## config.mk

```make
export PLATFORM = sky130hd
export DESIGN_NAME = vqc_ctrl
export DESIGN_NICKNAME = d
export VERILOG_FILES = /design/src/vqc_pkg.sv /design/src/vqc_ctrl.sv
export SDC_FILE = /design/constraint.sdc
export NUM_CORES = 1
export LEC_CHECK = 0
export BUFFER_PORTS_ARGS = -buffer_cell sky130_fd_sc_hd__clkbuf_2
export CORE_ASPECT_RATIO = 0.7
export CORE_UTILIZATION = 51
export CTS_CLUSTER_DIAMETER = 200
export DETAILED_ROUTE_END_ITERATION = 10
export MAX_ROUTING_LAYER = met4
export PLACE_DENSITY = 0.79
export RECOVER_POWER = 50
export SYNTH_ARGS = -nofsm -noshare
export SYNTH_HDL_FRONTEND = slang
export SYNTH_SLANG_ARGS = --single-unit
```

## constraint.sdc

```tcl
create_clock -name clk -period 2.8 [get_ports clk]
set_clock_uncertainty 0.05 [all_clocks]
set_input_delay 0.28 -clock clk [delete_from_list [all_inputs] [get_ports clk]]
set_output_delay 0.28 -clock clk [all_outputs]
set_load 0.005 [all_outputs]
```

## src/vqc_pkg.sv

```systemverilog
// ----------------------------------------------------------------------------
// Vector quantizer codebook package
// Shared operation codes, widths and the controller-to-datapath command struct.
// ----------------------------------------------------------------------------
`default_nettype none
package vqc_pkg;

  localparam logic [2:0] OP_LOAD     = 3'd0;
  localparam logic [2:0] OP_CLASSIFY = 3'd1;
  localparam logic [2:0] OP_TRAIN    = 3'd2;
  localparam logic [2:0] OP_ACCUM    = 3'd3;
  localparam logic [2:0] OP_UPDATE   = 3'd4;

  localparam int unsigned SUM_W  = 28;
  localparam int unsigned CODE_W = 16;
  localparam int unsigned DIST_W = 34;
  localparam logic [CODE_W-1:0] CODE_MAX = 16'hFF00;

  localparam logic [2:0] CFG_CENTERS = 3'd0;
  localparam logic [2:0] CFG_DIMS    = 3'd1;
  localparam logic [2:0] CFG_RATE    = 3'd2;

  typedef struct packed {
    logic search_clr;   // clear best distance / winner
    logic search_step;  // compare one codeword distance with the best so far
    logic train_wr;     // write trained winner element
    logic accum_wr;     // add sample to winner sums and count
    logic div_start;    // launch divider for one element
    logic div_wr;       // write quotient to codebook
    logic clr_wr;       // clear sums and count of one codeword
  } vqc_cmd_t;

endpackage
`default_nettype wire

```

## src/vqc_ctrl.sv

```systemverilog
// ----------------------------------------------------------------------------
// Vector quantizer controller
// Sequences search, train, accumulate and batch update over the datapath.
// ----------------------------------------------------------------------------
`default_nettype none
module vqc_ctrl
  import vqc_pkg::*;
#(
  parameter int unsigned CENTERS = 16,
  parameter int unsigned DIM     = 4,
  parameter int unsigned CW      = (CENTERS > 1) ? $clog2(CENTERS) : 1,
  parameter int unsigned DW      = (DIM > 1) ? $clog2(DIM) : 1
) (
  input  wire logic          clk,
  input  wire logic          rst,
  input  wire logic          start,
  input  wire logic [2:0]    op_in,
  input  wire logic          loaded,
  input  wire logic [CW:0]   nc,
  input  wire logic [DW:0]   nd,
  input  wire logic [CW-1:0] best,
  input  wire logic          count_zero,
  input  wire logic          div_done,
  output logic               busy,
  output vqc_cmd_t           cmd,
  output logic [CW-1:0]      center,
  output logic [DW-1:0]      dim,
  output logic               done,
  output logic               searched,
  output logic [2:0]         op
);

  localparam logic [2:0] S_IDLE = 3'd0, S_SRCH = 3'd1, S_TRN = 3'd2, S_ACC = 3'd3,
                         S_UCHK = 3'd4, S_UDIV = 3'd5, S_UCLR = 3'd6, S_DONE = 3'd7;

  logic [2:0] state, state_next;
  logic [CW:0] c, c_next;
  logic [DW:0] d, d_next;
  logic started, started_next;

  assign busy = (state != S_IDLE);
  assign center = (state == S_TRN || state == S_ACC) ? best : c[CW-1:0];
  assign dim = d[DW-1:0];

  always_comb begin
    state_next = state;
    c_next = c;
    d_next = d;
    started_next = started;
    cmd = '0;
    done = 1'b0;
    case (state)
      S_IDLE: begin
        if (start) begin
          c_next = '0;
          d_next = '0;
          started_next = 1'b0;
          cmd.search_clr = 1'b1;
          if ((op_in == OP_CLASSIFY || op_in == OP_TRAIN || op_in == OP_ACCUM) && loaded)
            state_next = S_SRCH;
          else if (op_in == OP_UPDATE) state_next = S_UCHK;
          else state_next = S_DONE;
        end
      end
      S_SRCH: begin
        cmd.search_step = 1'b1;
        if (c + 1'b1 >= nc) begin
          c_next = '0;
          if (op == OP_TRAIN) state_next = S_TRN;
          else if (op == OP_ACCUM) state_next = S_ACC;
          else state_next = S_DONE;
        end else c_next = c + 1'b1;
      end
      S_TRN: begin
        cmd.train_wr = 1'b1;
        if (d + 1'b1 >= nd) state_next = S_DONE;
        else d_next = d + 1'b1;
      end
      S_ACC: begin
        cmd.accum_wr = 1'b1;
        state_next = S_DONE;
      end
      S_UCHK: begin
        if (c >= nc || count_zero) state_next = S_UCLR;
        else begin
          cmd.div_start = 1'b1;
          started_next = 1'b1;
          state_next = S_UDIV;
        end
      end
      S_UDIV: begin
        if (div_done && started) begin
          cmd.div_wr = 1'b1;
          if (d + 1'b1 >= nd) state_next = S_UCLR;
          else begin
            d_next = d + 1'b1;
            state_next = S_UCHK;
          end
        end
      end
      S_UCLR: begin
        cmd.clr_wr = 1'b1;
        started_next = 1'b0;
        d_next = '0;
        if (c == (CW+1)'(CENTERS - 1)) state_next = S_DONE;
        else begin
          c_next = c + 1'b1;
          state_next = S_UCHK;
        end
      end
      S_DONE: begin
        done = 1'b1;
        state_next = S_IDLE;
      end
      default: state_next = S_IDLE;
    endcase
  end

  always_ff @(posedge clk) begin
    if (rst) begin
      state <= S_IDLE;
      c <= '0;
      d <= '0;
      started <= 1'b0;
      op <= '0;
      searched <= 1'b0;
    end else begin
      state <= state_next;
      c <= c_next;
      d <= d_next;
      started <= started_next;
      if (state == S_IDLE && start) begin
        op <= op_in;
        searched <= (op_in == OP_CLASSIFY || op_in == OP_TRAIN || op_in == OP_ACCUM);
      end
    end
  end

endmodule
`default_nettype wire

```

==> out/summary.md, run 1 <==
Data on the critical path arrives at its endpoint at 2.65 ns. The routed wire length per instance was 14.3 um; the leakage power was 0.813 nW. Final number of max-transition violations: 0. Leaving out fill and tap cells, the most frequent cell in the layout is sky130_fd_sc_hd__clkbuf_2. The tools report the wire length of the first global-routing pass as 5450 um. Setup repair after global routing left no endpoint under its margin.

The logs give 40 for the post-synthesis cell type count and 7 for the detailed-router iteration count before antenna repair. The run gives 0 as the antenna cell count. The classification of the worst-slack hold path was in2reg. The fraction of final layout cells with drive strength greater than 1 is 0.231.

The worst-case headroom to the max-slew limit was 0.599; the floorplan die width was 63.0 um. Hold repair after CTS inserted 0 buffers. After detailed routing, the number of vias per cell comes to 5.80. The number of nets in the synthesized netlist is 214.

The tools report the number of hold violations in the final report as 0. The die outline area is 2810 sq um, and the clock latency at the later pin of the worst-skew pair is 0.25 ns. The routed layout has 1,451 vias. The count of buffers added on input and output ports is 39. For this run, the number of Yosys warnings is 0.

Dividing total power by cell area gives a power density of 721 nW/um^2. A synthesized cell averages 7.49 sq um. STA classifies the critical path startpoint as a register. At the pin with the least slew margin, the transition time is 0.602 ns.

By area the synthesized netlist is led by sky130_fd_sc_hd__dfxtp_1, sky130_fd_sc_hd__ha_1, sky130_fd_sc_hd__a21oi_1. In this design, the stage delay of the slowest critical-path cell is 0.36 ns. The first routing iteration left 70 violations. The minimum setup slack after placement was 0.208 ns; the number of instances in the synthesized netlist was 177. After detailed routing, the number of remaining DRC violations is 0. The most frequent cell on the critical path was sky130_fd_sc_hd__ha_1. The starting density of the core is 0.539, and the maximum root-to-sink buffer count is 2. The count of nets left with antenna violations after detail routing was 0.

The run finished with clean final reports. The setup slack of the critical path after layout was 0.249 ns. The largest fanout of any net on the critical path works out to 8.

The tools report the number of setup violations in the final report as 0. TritonCTS built the clock tree. In this run the vertical extent of the chip is 44.7 um. The region available for standard cell placement spans 2460 sq um. After clock tree synthesis, the clock-pin slew on the worst setup and hold paths is 0.06 ns. In the layout the commonest cells are sky130_fd_sc_hd__clkbuf_2, sky130_fd_sc_hd__nand2_1, sky130_fd_sc_hd__a21oi_1, sky130_fd_sc_hd__inv_1. The count of clock tree sinks was 16; the ratio of final minimum period to clock period was 0.911. The root buffer cell is sky130_fd_sc_hd__clkbuf_8. Cell taking the most area after synthesis: sky130_fd_sc_hd__dfxtp_1. On the critical path, the stage with the largest delay is an instance of sky130_fd_sc_hd__dfxtp_1. The portion of synthesized cell area occupied by the leading cell type is 0.242, and the count of H-tree levels built during CTS is 1. The run gives 0 as the final global-route overflow total. The smallest clock period supported by the final layout is computed as 2.55 ns.

The logs give 18 for the pin count of the biggest net entering global routing and 0.242 for the sequential-to-total area share from yosys stat. The number of top-level pins is 40, and the via count of the first global-routing pass is 1,219. The required time at the endpoint of the critical path is 2.90 ns. The endpoint kind of the worst setup timing path is a register. Routability-driven placement finished with a final weighted congestion of 0.933.

For the max-capacitance violation count, the log shows 0. Based on the critical path, the design can be clocked at up to 0.392 GHz. The cell area that synthesis handed to floorplanning was 1330 sq um.

For this block, the routed nets add up to 3570 um of wire. For this run, the post-layout net count is 254. The number of antenna violations at the first check in global routing was 0; the placed wire-length estimate was 2840 um.

In this run, synthesis produced a sequential element count of 16. The layout-stage area growth over the synthesis result is 20.3%, and the worst IR drop on VDD is 453 uV. Adding up every negative setup slack in the final design gives 0 ns. The critical path is of the reg2reg type. The run gives 15 as the number of core rows. Walking the worst path, the cells encountered are ha_1 -> and3_1 -> ha_1 -> inv_1 -> ha_1 -> a21oi_1 -> nand3_1 -> a31oi_2 -> nor2_1 -> a31o_1. The tools report the all-layer global routing usage as 0.262. Clock tree synthesis inserted a total of 3 buffers.
## state kept, by name (all words and copies together) (netlist names)
register  count
c             5
state         3
started       1
d             3
op            3
searched      1
## worst paths after layout
| kind | start | to | slack, ns | depth (start not counted) |
|---|---|---|---|---|
| worst max-delay path | c[0] | state[1] | 0.25 | 10 |
| worst min-delay path | op_in[0] | op[0] | 0.21 | 3 |
| worst max register to register | c[0] | state[1] | 0.25 | 10 |
| worst min register to register | started | started | 0.42 | 2 |
## through the flow
step | hold WS, ns | cell area, sq um | utilization | power, mW | instances
after floorplan | 0.299 | 1330 | - | 0.752 | 177
after global placement | 0.405 | 1540 | 0.627 | 0.902 | 246
after detailed placement | 0.414 | 1540 | 0.627 | 0.932 | 246
after CTS | 0.209 | 1600 | 0.650 | 1.15 | 250
after global routing | 0.223 | 1600 | 0.649 | 1.23 | 250
final | 0.213 | 1600 | 0.649 | 1.15 | 250
## area by class of cell
cell class	count	area, sq um
well taps	34	42.5
inverters	17	63.8
repair buffers	43	216
flip-flops and latches	16	320
multi-input cells	136	897
clock buffers	4	55.1
fillers	241	863
## metal layers
| metal | routed length (um) | global-route usage | vias up |
|---|---|---|---|
| met3 | 196 | 0.0619 | 10 |
| met5 | 0 | - | - |
| met2 | 1630 | 0.404 | 51 |
| met4 | 52 | 0.0558 | 0 |
| met1 | 1700 | 0.349 | 676 |
| li1 | - | - | 714 |
## kinds of logic after synthesis
family,synth area share
xor+xnor,0.0198
fa+ha+maj,0.151
mux,0.0330
compound gates,0.259
simple gates,0.209
buf+inv,0.0868
flops,0.242
## where the power goes
| part | total (mW) | internal [mW] | switching, mW |
|---|---|---|---|
| registers | 0.324 | 0.268 | 0.0560 |
| logic | 0.616 | 0.243 | 0.373 |
| clock network | 0.209 | 0.125 | 0.0845 |
## critical path: cells and delay by family (launching register included)
| family | cells | cell delay (ns) |
|---|---|---|
| flops | 1 | 0.36 |
| simple gates | 3 | 0.46 |
| compound gates | 3 | 0.74 |
| buf+inv | 1 | 0.05 |
| fa+ha+maj | 3 | 0.80 |
## synth_stat cells
| library cell | count |
|---|---|
| sky130_fd_sc_hd__ha_1 | 16 |
| sky130_fd_sc_hd__o21ai_0 | 8 |
| sky130_fd_sc_hd__a22oi_1 | 1 |
| sky130_fd_sc_hd__or3_1 | 1 |
| sky130_fd_sc_hd__a32o_1 | 1 |
| sky130_fd_sc_hd__o32a_1 | 1 |
| sky130_fd_sc_hd__a31oi_1 | 5 |
| sky130_fd_sc_hd__inv_1 | 17 |
| sky130_fd_sc_hd__nand3b_1 | 2 |
| sky130_fd_sc_hd__nand2_1 | 21 |
| sky130_fd_sc_hd__a21oi_1 | 20 |
| sky130_fd_sc_hd__xnor2_1 | 1 |
| sky130_fd_sc_hd__nor2_1 | 14 |
| sky130_fd_sc_hd__a2111o_1 | 1 |
| sky130_fd_sc_hd__nand3_1 | 5 |
| sky130_fd_sc_hd__and3_1 | 1 |
| sky130_fd_sc_hd__xor2_1 | 2 |
| sky130_fd_sc_hd__a21oi_2 | 1 |
| sky130_fd_sc_hd__nand2b_1 | 2 |
| sky130_fd_sc_hd__a21o_1 | 3 |
| sky130_fd_sc_hd__mux2_2 | 3 |
| sky130_fd_sc_hd__clkbuf_1 | 2 |
| sky130_fd_sc_hd__buf_6 | 1 |
| sky130_fd_sc_hd__or4b_4 | 1 |
| sky130_fd_sc_hd__nor2b_1 | 1 |
| sky130_fd_sc_hd__o32ai_1 | 1 |
| sky130_fd_sc_hd__buf_2 | 2 |
| sky130_fd_sc_hd__o21bai_1 | 1 |
| sky130_fd_sc_hd__o211ai_1 | 7 |
| sky130_fd_sc_hd__nor3b_1 | 1 |
| sky130_fd_sc_hd__dfxtp_1 | 16 |
| sky130_fd_sc_hd__o22ai_1 | 1 |
| sky130_fd_sc_hd__a31o_1 | 1 |
| sky130_fd_sc_hd__nor4_1 | 1 |
| sky130_fd_sc_hd__o211a_1 | 1 |
| sky130_fd_sc_hd__nor3_1 | 8 |
| sky130_fd_sc_hd__mux2i_1 | 1 |
| sky130_fd_sc_hd__buf_4 | 3 |
| sky130_fd_sc_hd__and2_0 | 1 |
| sky130_fd_sc_hd__o2bb2ai_1 | 1 |
## repair_timing
item                                    in CTS  in global routing
endpoints found under the setup margin       0                  2
buffers inserted                             0                  0
resized for setup                            0                  1
Note: power is estimated with default switching activity, not from simulation.
==> inputs of run 2 (changes only) <==
==> constraint.sdc (replaced) <==
create_clock -name clk -period 2.8 [get_ports clk]
set_clock_uncertainty 0.05 [all_clocks]
set_input_delay 0.28 -clock clk [delete_from_list [all_inputs] [get_ports clk]]
set_output_delay 0.28 -clock clk [all_outputs]
set_load 0.1 [all_outputs]
==> run 2 against run 1 <==
Power increased by 40%; design area increased by 0.55%; global-route usage increased by 1.5 points; cell count increased by 0.40%; via count increased by 0.14%; highest routed layer unchanged; setup slack got worse by 0.033 ns; critical path depth decreased by 3.
==> out/summary.md, run 2 (synthesis gave the netlist of run 1 again) <==
The register with the most flip-flops is c. The placeable core region is 2460 sq um. Via count normalized by instance count: 5.79.

The tools report the data arrival time of the critical path as 2.25 ns. Routed wire length per instance: 14.2 um. From bottom edge to top edge, the die measures 44.7 um. STA classifies the critical path startpoint as a register. The all-layer global routing usage came out at 0.277.

The clock slew at the register clock pins of the worst setup and hold paths works out to 0.07 ns. Traced cell by cell, the critical path runs through inv_1 -> ha_1 -> nand2b_1 -> a21oi_1 -> o211ai_1 -> inv_1 -> clkbuf_2. Entering global routing, the biggest net connects 17 pins.

Power spread over the standard cell area amounts to 1010 nW/um^2. The cell family contributing the most delay on the critical path is buffers and inverters. The number of setup violations in the final report came out at 0. The slowest stage of the critical path belongs to the cell sky130_fd_sc_hd__clkbuf_2. At the end of routability-driven placement, the weighted congestion stood at 0.912. The detailed router's first-iteration violation count was 72.

The fraction of final layout cells with drive strength greater than 1 was 0.212; the final-stage net count was 255. Transition time at the pin with the least slew margin: 1.20 ns. The classification of the worst-slack hold path was in2reg. The clock power share is 0.131, and the number of buffers inserted by hold repair at cts is 0. The delay of the slowest cell on the worst path was 0.45 ns; the worst-case headroom to the max-slew limit was 0.204.

The largest fanout of any net on the critical path is 6, and the top achievable clock speed is 0.387 GHz. Placed wire-length estimate: 2840 um. The commonest non-fill, non-tap cell in the layout is sky130_fd_sc_hd__clkbuf_2. Most frequent cell on the critical path: sky130_fd_sc_hd__inv_1.

For the required time at the endpoint of the critical path, the log shows 2.47 ns. For this run the aggregate overflow at the end of global routing stands at 0. After layout, the worst setup slack is 0.217 ns.

In the routed design, unresolved DRC markers number 0. For this design the top-level I/O count stands at 40. For the finished layout, the period the worst path requires is 2.58 ns. TritonCTS built the clock tree.

The run finished with clean final reports. For the wire length on met3, the log shows 254 um. Clock latency on the worst-skew pair, taken at its later pin, is 0.25 ns. From synthesis to final layout, the design area changed by 20.9%. The number of setup buffers added after CTS is 0.

The wire length of the first global-routing pass is 5760 um, and the number of buffers added on ports is 39. The logs give 0 for the final number of max-transition violations and 1600 sq um for the post-route cell area. The worst-case IR drop observed on VDD is 593 uV. The endpoint kind of the worst setup timing path was an output port. The clock passes through at most 2 buffers.

The internal portion of the total power is 644 uW. The net switching fraction of the power was 0.601. In this run, post-CTS repair resized a total of 0 instances.

The antenna cell count came out at 0. Setup repair after global routing left no endpoint under its margin. The register with the most flip-flops in the layout has 5 of them. The cell sitting at the root of the clock tree is a sky130_fd_sc_hd__clkbuf_8. The run gives 3 as the TritonCTS buffer count. The count of clock tree sinks was 16; the combinational fraction of design power was 0.660. The tools report the die outline area as 2810 sq um. Timing analysis after detailed placement gives a worst setup slack of 0.444 ns.

The count of nets left with antenna violations after detail routing is 0, and the number of antenna violations at the first check in global routing is 0. The placed instances occupy a cell area of 1560 sq um. For the starting density of the core, the log shows 0.539. The count of H-tree levels built during CTS came out at 1. The top cell types in the final layout, fill and taps aside, are sky130_fd_sc_hd__clkbuf_2, sky130_fd_sc_hd__nand2_1, sky130_fd_sc_hd__a21oi_1, sky130_fd_sc_hd__inv_1.

The critical path is of the reg2out type. The tools report the number of core rows as 15. The number of hold violations in the final report came out at 0. For this block, the routed nets add up to 3570 um of wire. Overall power consumption after layout is estimated at 1.61 mW.

The first TritonRoute pass finished after 4 iterations. The fraction of power consumed by sequential logic is 0.209. The ratio of final minimum period to clock period is 0.923. The tools report the leakage power as 0.802 nW. The switching power is 971 uW, and the total met2 wirelength after detailed routing is 1520 um. In the final routing, the length of wire on met1 measures 1730 um.

The die is 63.0 um wide. The combined buffer and inverter count along the critical path works out to 3. The via count of the first global-routing pass was 1,233; the final cell utilization of the core was 0.652. The via count came out at 1,453. The highest routing layer actually used was met4.

Across the run, the number of max-cap violations was 0.
run 2: worst paths after layout:
kind | start | to | slack (ns) | cells after the start
max reg2reg | c[0] | c[0] | 0.39 | 11
max | c[0] | cmd[2] | 0.22 | 7
min reg2reg | op[0] | op[0] | 0.44 | 2
min | op_in[1] | op[1] | 0.21 | 3
run 2: metal layers:
layer / vias up / global-route usage
met5: - / -
met4: 0 / 0.112
met3: 9 / 0.0387
met2: 57 / 0.394
met1: 672 / 0.392
li1: 715 / -
run 2: power by group through the flow:
stage | registers, mW | logic [mW] | clock network, mW
floorplan | 0.363 | 0.853 | 0
global placement | 0.335 | 1.05 | 0
detailed placement | 0.339 | 1.06 | 0
CTS | 0.334 | 1.06 | 0.213
global route | 0.346 | 1.13 | 0.224
finish | 0.337 | 1.07 | 0.211
run 2: metrics by stage:
step / TNS, ns / instances / hold slack, ns
3_5_place_dp: 0 / 247 / 0.426
4_1_cts: 0 / 251 / 0.213
3_3_place_gp: 0 / 247 / 0.404
6_report: 0 / 251 / 0.213
2_1_floorplan: -0.369 / 177 / 0.299
5_1_grt: 0 / 251 / 0.232
run 2: tightest hold or removal path: stages:
cell	delay (ns)
sky130_fd_sc_hd__clkbuf_2	0.09
sky130_fd_sc_hd__nand2_1	0.05
sky130_fd_sc_hd__a21oi_1	0.05
run 2: layout make-up:
class	instances	area, sq um
Fill cell	245	855
Inverter	17	63.8
Multi-Input combinational cell	136	901
Clock buffer	4	55.1
Tap cell	34	42.5
Sequential cell	16	320
Timing Repair Buffer	44	221
